$ cat config.mk
export PLATFORM = sky130hd
export DESIGN_NAME = strict_utf8_validator_top
export DESIGN_NICKNAME = d
export VERILOG_FILES = /design/src/su8v_pkg.sv /design/src/strict_utf8_validator_top.sv
export SDC_FILE = /design/constraint.sdc
export NUM_CORES = 1
export LEC_CHECK = 0
export CORE_MARGIN = 3
export CORE_UTILIZATION = 55
export CTS_BUF_LIST = sky130_fd_sc_hd__clkbuf_16
export CTS_CLUSTER_DIAMETER = 40
export DETAILED_ROUTE_END_ITERATION = 10
export DONT_BUFFER_PORTS = 1
export HOLD_SLACK_MARGIN = 0.06
export PLACE_DENSITY = 0.7
export SLEW_MARGIN = 20
export SYNTH_ARGS = -nofsm -noshare
export SYNTH_HDL_FRONTEND = slang
export SYNTH_SLANG_ARGS = --single-unit
$ cat constraint.sdc
create_clock -name clk -period 6.95 [get_ports clk]
set_clock_uncertainty 0.15 [all_clocks]
set_input_delay 0.695 -clock clk [delete_from_list [all_inputs] [get_ports clk]]
set_output_delay 0.695 -clock clk [all_outputs]
set_load 0.01 [all_outputs]
$ cat src/su8v_pkg.sv
package su8v_pkg;

    // Byte-order mark that a payload must not start with
    localparam logic [7:0] MARK_BYTE_0 = 8'hef;
    localparam logic [7:0] MARK_BYTE_1 = 8'hbb;
    localparam logic [7:0] MARK_BYTE_2 = 8'hbf;

    // Lead byte ranges
    localparam logic [7:0] LEAD2_LOW  = 8'hc2;
    localparam logic [7:0] LEAD2_HIGH = 8'hdf;
    localparam logic [7:0] LEAD3_LOW  = 8'he0;
    localparam logic [7:0] LEAD3_HIGH = 8'hef;
    localparam logic [7:0] LEAD4_LOW  = 8'hf0;
    localparam logic [7:0] LEAD4_HIGH = 8'hf4;
    localparam logic [7:0] ASCII_HIGH = 8'h7f;

    // Code point limits
    localparam int CP_WIDTH = 21;
    localparam logic [CP_WIDTH-1:0] MIN_CLASS_2BYTE = 21'h000080;
    localparam logic [CP_WIDTH-1:0] MIN_CLASS_3BYTE = 21'h000800;
    localparam logic [CP_WIDTH-1:0] MIN_CLASS_4BYTE = 21'h010000;
    localparam logic [CP_WIDTH-1:0] MAX_CODE_POINT  = 21'h10ffff;
    localparam logic [CP_WIDTH-1:0] SURROGATE_LOW   = 21'h00d800;
    localparam logic [CP_WIDTH-1:0] SURROGATE_HIGH  = 21'h00dfff;

    // Sequence class codes
    typedef enum logic [1:0] {
        CLASS_NONE  = 2'd0,
        CLASS_2BYTE = 2'd1,
        CLASS_3BYTE = 2'd2,
        CLASS_4BYTE = 2'd3
    } seq_class_t;

endpackage

$ cat src/strict_utf8_validator_top.sv
// Channel   Direction  Handshake                   Payload
// byte      in         byte_valid / byte_ready     data_byte, byte_present, end_of_payload
// verdict   out        verdict_valid / verdict_ready  payload_ok
//
// One transaction is taken per cycle while byte_ready is high; the decode of a byte
// and the verdict on a final transaction are settled in the cycle of acceptance
// and the verdict appears in the output register in the following cycle.
// The output register frees itself in the cycle it is taken, so a stalled
// verdict holds byte_ready low only until verdict_ready returns.
// Reset (rst_n low, asynchronous) clears all decode state and the output slot.
module strict_utf8_validator_top (
    input  logic       clk,
    input  logic       rst_n,
    input  logic       byte_valid,
    output logic       byte_ready,
    input  logic [7:0] data_byte,
    input  logic       byte_present,
    input  logic       end_of_payload,
    output logic       verdict_valid,
    input  logic       verdict_ready,
    output logic       payload_ok
);

    localparam int CPW = su8v_pkg::CP_WIDTH;

    logic [1:0]                 pending_reg, pending_next;
    logic [CPW-1:0]             acc_reg, acc_next;
    su8v_pkg::seq_class_t       class_reg, class_next;
    logic                       error_reg, error_next;
    logic [1:0]                 lead_pos_reg, lead_pos_next;
    logic                       mark_match_reg, mark_match_next;
    logic                       any_byte_reg, any_byte_next;
    logic                       out_valid_reg, out_valid_next;
    logic                       out_ok_reg, out_ok_next;

    logic                       byte_fire;
    logic [7:0]                 mark_byte;
    logic [CPW-1:0]             shifted_acc;
    logic [CPW-1:0]             min_point;
    logic                       point_bad;
    logic                       verdict_ok;

    // The output slot accepts a new verdict when empty or being emptied.
    assign byte_ready = !out_valid_reg || verdict_ready;
    assign byte_fire  = byte_valid && byte_ready;

    assign verdict_valid = out_valid_reg;
    assign payload_ok    = out_ok_reg;

    // Expected byte of the byte-order mark at the current position.
    always_comb
    begin
        unique case (lead_pos_reg)
            2'd0:    mark_byte = su8v_pkg::MARK_BYTE_0;
            2'd1:    mark_byte = su8v_pkg::MARK_BYTE_1;
            default: mark_byte = su8v_pkg::MARK_BYTE_2;
        endcase
    end

    // Code point once this continuation byte is folded in, and its check.
    assign shifted_acc = {acc_reg[CPW-7:0], data_byte[5:0]};

    always_comb
    begin
        unique case (class_reg)
            su8v_pkg::CLASS_2BYTE: min_point = su8v_pkg::MIN_CLASS_2BYTE;
            su8v_pkg::CLASS_3BYTE: min_point = su8v_pkg::MIN_CLASS_3BYTE;
            default:               min_point = su8v_pkg::MIN_CLASS_4BYTE;
        endcase
    end

    assign point_bad = (shifted_acc < min_point)
                    || (shifted_acc > su8v_pkg::MAX_CODE_POINT)
                    || ((shifted_acc >= su8v_pkg::SURROGATE_LOW)
                        && (shifted_acc <= su8v_pkg::SURROGATE_HIGH));

    // Decode of one byte and the verdict on the final transaction.
    always_comb
    begin
        pending_next    = pending_reg;
        acc_next        = acc_reg;
        class_next      = class_reg;
        error_next      = error_reg;
        lead_pos_next   = lead_pos_reg;
        mark_match_next = mark_match_reg;
        any_byte_next   = any_byte_reg;
        out_valid_next  = out_valid_reg && !verdict_ready;
        out_ok_next     = out_ok_reg;
        verdict_ok      = 1'b0;

        if (byte_fire)
        begin
            if (byte_present)
            begin
                any_byte_next = 1'b1;

                // Track the byte-order mark over the first three bytes.
                if (lead_pos_reg != 2'd3)
                begin
                    if (mark_match_reg && (data_byte == mark_byte))
                    begin
                        if (lead_pos_reg == 2'd2)
                        begin
                            error_next = 1'b1;
                        end
                    end
                    else
                    begin
                        mark_match_next = 1'b0;
                    end
                    lead_pos_next = lead_pos_reg + 2'd1;
                end

                // Decoding stops once an error has been recorded.
                if (!error_next)
                begin
                    if (pending_reg != 2'd0)
                    begin
                        if (data_byte[7:6] != 2'b10)
                        begin
                            error_next = 1'b1;
                        end
                        else
                        begin
                            acc_next     = shifted_acc;
                            pending_next = pending_reg - 2'd1;
                            if ((pending_reg == 2'd1) && point_bad)
                            begin
                                error_next = 1'b1;
                            end
                        end
                    end
                    else if (data_byte == 8'h00)
                    begin
                        error_next = 1'b1;
                    end
                    else if (data_byte <= su8v_pkg::ASCII_HIGH)
                    begin
                        // Single-byte character needs nothing further.
                    end
                    else if ((data_byte >= su8v_pkg::LEAD2_LOW)
                          && (data_byte <= su8v_pkg::LEAD2_HIGH))
                    begin
                        pending_next = 2'd1;
                        acc_next     = {{(CPW-5){1'b0}}, data_byte[4:0]};
                        class_next   = su8v_pkg::CLASS_2BYTE;
                    end
                    else if ((data_byte >= su8v_pkg::LEAD3_LOW)
                          && (data_byte <= su8v_pkg::LEAD3_HIGH))
                    begin
                        pending_next = 2'd2;
                        acc_next     = {{(CPW-4){1'b0}}, data_byte[3:0]};
                        class_next   = su8v_pkg::CLASS_3BYTE;
                    end
                    else if ((data_byte >= su8v_pkg::LEAD4_LOW)
                          && (data_byte <= su8v_pkg::LEAD4_HIGH))
                    begin
                        pending_next = 2'd3;
                        acc_next     = {{(CPW-3){1'b0}}, data_byte[2:0]};
                        class_next   = su8v_pkg::CLASS_4BYTE;
                    end
                    else
                    begin
                        error_next = 1'b1;
                    end
                end
            end

            // The final transaction yields the verdict and clears all state.
            if (end_of_payload)
            begin
                verdict_ok      = !error_next && any_byte_next && (pending_next == 2'd0);
                out_valid_next  = 1'b1;
                out_ok_next     = verdict_ok;
                pending_next    = 2'd0;
                acc_next        = '0;
                class_next      = su8v_pkg::CLASS_NONE;
                error_next      = 1'b0;
                lead_pos_next   = 2'd0;
                mark_match_next = 1'b1;
                any_byte_next   = 1'b0;
            end
        end
    end

    // State and output registers.
    always_ff @(posedge clk or negedge rst_n)
    begin
        if (!rst_n)
        begin
            pending_reg    <= 2'd0;
            acc_reg        <= '0;
            class_reg      <= su8v_pkg::CLASS_NONE;
            error_reg      <= 1'b0;
            lead_pos_reg   <= 2'd0;
            mark_match_reg <= 1'b1;
            any_byte_reg   <= 1'b0;
            out_valid_reg  <= 1'b0;
            out_ok_reg     <= 1'b0;
        end
        else
        begin
            pending_reg    <= pending_next;
            acc_reg        <= acc_next;
            class_reg      <= class_next;
            error_reg      <= error_next;
            lead_pos_reg   <= lead_pos_next;
            mark_match_reg <= mark_match_next;
            any_byte_reg   <= any_byte_next;
            out_valid_reg  <= out_valid_next;
            out_ok_reg     <= out_ok_next;
        end
    end

`ifndef SYNTHESIS
    // A held verdict must block new transactions.
    assert property (@(posedge clk) disable iff (!rst_n)
        (out_valid_reg && !verdict_ready) |-> !byte_ready)
        else $error("transaction accepted while verdict stalled");

    // State is clear after every final transaction.
    assert property (@(posedge clk) disable iff (!rst_n)
        (byte_fire && end_of_payload) |=>
            ((pending_reg == 2'd0) && !error_reg && !any_byte_reg
             && (lead_pos_reg == 2'd0) && mark_match_reg))
        else $error("state not cleared after verdict");

    // Continuations are only pending inside a classified sequence.
    assert property (@(posedge clk) disable iff (!rst_n)
        (pending_reg != 2'd0) |-> (class_reg != su8v_pkg::CLASS_NONE))
        else $error("pending continuations without a sequence class");

    // Byte position and byte-seen flag agree.
    assert property (@(posedge clk) disable iff (!rst_n)
        (lead_pos_reg == 2'd0) |-> !any_byte_reg)
        else $error("byte recorded without position advance");
`endif

endmodule

==> impl_results.md <==
* Crit path cell chain: inv_1, ha_1, or3b_4, a2111oi_4, a21oi_2, o221a_1, mux2_4
* Buffers & Inverters on Critical Path at 1
* Critical Path Max Stage Delay at 0.55 ns
* Hold Crit Class: primary input to asynchronous set/reset pin
* Final min period at 2.912 ns
* Endpoints failing hold at 0
* Skew-Pair Late Insertion Delay at 0.26 ns
* Final nets at 214
* CTS tree: built
* Fin crit share at 41.89%
* Critical path required time at 6.94 ns
* Worst slew pin tran at 0.9046 ns
* Drt wl/cell at 15.36 µm
* Simple-gate share of the synthesized area at 20.15%
* Dpl hpwl at 2764 µm
* CTS clock-pin slew for the worst setup and hold paths at 0.06 ns
* CP endpoint kind: flop
* Die area at 4009 µm²
* Synthesized area per cell at 9.410 µm²
* Synth Cell Area at 1807 µm²
* ANT cells at 0
* # rows at 20
* Crit path max fanout at 15
* Mapped Cells at 192
* Top delay family on crit path: compound AO/OA/AOI/OAI gates
* PortBufs at 0
* Ports at 17
* DRT Pass-1 Iters at 4
* Vias at 1397
* CTS Hold Bufs at 1
* Initial antenna violation count at 0
* Yosys cell types at 56
* Via-to-Cell Ratio at 5.996
* H-tree depth at 1
* Compound-Gate Fraction of Synth Area at 18.70%
* Post-synth EDFFs at 0
* Final setup TNS at 0 ns
* Congestion Overflow GR at 0
* Fillers at 299
* Post-CTS Setup Bufs at 0
* Ys flop type: dfrtp_1
* Routability cong. at 0.8037
* RSZ-0062 raised after global routing: false
* Yosys warning count at 0
* Leak at 0.0008040 µW
* Worst VDD drop at 153.3 µV
* Start point of the critical path: lead_pos_reg[0]
* Post-Synth XOR/XNOR Area at 0.4848%
* Post-route ant nets at 0
* First-pass GRT wire length at 6272 µm
* Cell count of the worst reg-to-reg path at 7
* Post-Syn Nets at 216
* Post-synthesis async set-or-reset flop share at 100.0%
* Combinational family with the most area after synthesis: simple AND/OR/NAND/NOR gates
* Largest register FFs at 15
* Synthesized flop and latch total at 26
* Starting density of the core at 58.23%
* Total wire length at 3578 µm
* Reg2Reg Setup Slack at 4.04 ns
* Pin count of the biggest net entering global routing at 26
* Slew margin rel. at 39.69%
* Root Buffer: clkbuf_16
* WP depth at 7
* Mux cell area share after synthesis at 10.32%
* Final Max Slew Viols at 0
* Vias in the first global route at 1401
* Clock Path Buffers at 2
* GR Util All Layers at 19.53%
* Pwr/cell area at 207.6 nW/µm²
* Total design power at 395.9 µW
* # setup viols final at 0
* Sequential area share after synthesis at 36.08%
* Initial DRC Count at 106
* Worst path arrival time at 2.91 ns
* CTS buffer count at 3
* FF-to-FF Start: lead_pos_reg[0]
* Critical setup path kind: flop to flop
* Area of the core at 3103 µm²
* Max Cap Viol at 0
* DIE WIDTH at 63.32 µm
* Die height at 63.32 µm
* FMAX at 0.3434 GHz
* Layout Area Growth over Synthesis at 5.540%
* Sink Count at 26
* Proportion of layout cells with a drive suffix above 1 at 8.995%
* Adder-cell area share of the yosys netlist at 6.925%
* Post-route DRC at 0
* Worst R2R End: acc_reg[2]
* Status: finished clean
* CP Launch Type: flop
* Crit path capture: acc_reg[2]
* PostCTS Resize Cnt at 0
* CP max-delay cell: o221a_1
power breakdown:
| part | leakage (µW) | switching, µW | internal, µW |
|---|---|---|---|
| Clock | 0.0000423 | 47.1 | 76.8 |
| Sequential | 0.000346 | 15.4 | 168 |
| Combinational | 0.000415 | 45.6 | 42.8 |
stage by stage:
step | setup slack (ns) | std cells | cell area (µm²) | hold slack, ns | utilization [%]
2_1_floorplan | 4.349 | 192 | 1807 | 0.2494 | -
3_3_place_gp | 4.076 | 228 | 1808 | 0.2499 | 58.27
3_5_place_dp | 4.020 | 228 | 1808 | 0.2500 | 58.27
4_1_cts | 4.045 | 233 | 1907 | 0.09927 | 61.45
5_1_grt | 3.881 | 233 | 1907 | 0.09868 | 61.45
6_report | 4.038 | 233 | 1907 | 0.09499 | 61.45
Yosys cell counts (4+ instances only):
cell / count / area (µm²)
o21ai_0: 6 / 30.03
clkbuf_1: 6 / 22.52
dfrtp_1: 25 / 625.6
mux2i_1: 10 / 100.1
nand2b_1: 5 / 31.28
nand3_1: 4 / 20.02
inv_1: 21 / 78.83
nor3_1: 5 / 25.02
nand2_1: 23 / 86.33
mux2_4: 5 / 75.07
ha_1: 10 / 125.1
nor2b_1: 6 / 37.54
nor2_1: 8 / 30.03
layout by cell type (no fill, tap or decap), types with 2 or more instances in the layout:
| master | netlist | layout |
|---|---|---|
| o21a_1 | 2 | 2 |
| o311a_1 | 2 | 2 |
| o211a_1 | 2 | 2 |
| nor3b_1 | 3 | 3 |
| nand2_1 | 23 | 23 |
| o2bb2ai_1 | 2 | 2 |
| nand2b_1 | 5 | 5 |
| ha_1 | 10 | 10 |
| a21oi_1 | 3 | 3 |
| nand3_1 | 4 | 4 |
| nand3b_1 | 2 | 2 |
| nor4_1 | 3 | 3 |
| a22o_1 | 2 | 2 |
| nor2_1 | 8 | 8 |
| a31oi_1 | 2 | 2 |
| mux2_4 | 5 | 5 |
| clkbuf_16 | 0 | 3 |
| nor3_1 | 5 | 5 |
| o211ai_1 | 2 | 2 |
| mux2i_1 | 10 | 10 |
| dfrtp_1 | 25 | 25 |
| o31ai_1 | 2 | 2 |
| nor2b_1 | 6 | 6 |
| inv_1 | 21 | 22 |
| o21ai_0 | 6 | 6 |
area by class of cell:
type / count / area, µm² / share of cell area [%]
Sequential cell: 26 / 651.9 / 34.19
Tap cell: 44 / 55.05 / 2.887
Timing Repair Buffer: 1 / 20.02 / 1.050
Inverter: 21 / 78.83 / 4.134
Multi-Input combinational cell: 137 / 1022 / 53.61
Clock inverter: 1 / 3.754 / 0.1969
Clock buffer: 3 / 75.07 / 3.937
logic make-up (layout without fill, tap and decap cells):
group	Yosys count	count (layout)
xor gates and xnor gates	1	1
DFF	26	26
AOI/OAI and AO/OA	41	41
muxes	16	16
and+or+nand+nor	69	69
buffers and inverters	29	26
adders and majority gates	10	10
worst min-delay path by stage:
stage           from      endpoint  cells after the start  slack, ns
3_5_place_dp   rst_n  class_reg[0]                      0       0.25
4_1_cts        rst_n  class_reg[1]                      1        0.1
5_1_grt        rst_n    acc_reg[3]                      1        0.1
2_1_floorplan  rst_n    acc_reg[0]                      0       0.25
3_3_place_gp   rst_n  class_reg[0]                      0       0.25
6_report       rst_n    acc_reg[3]                      1       0.09
per-layer routing:
layer	GRT usage [%]	part of all wire, %	up-vias
met5	0	0	-
met3	4.278	4.8	4
met2	34.12	49	34
met1	24.32	45	675
met4	5.121	0.78	0
li1	-	-	684
Note: power is estimated with default switching activity, not from simulation.
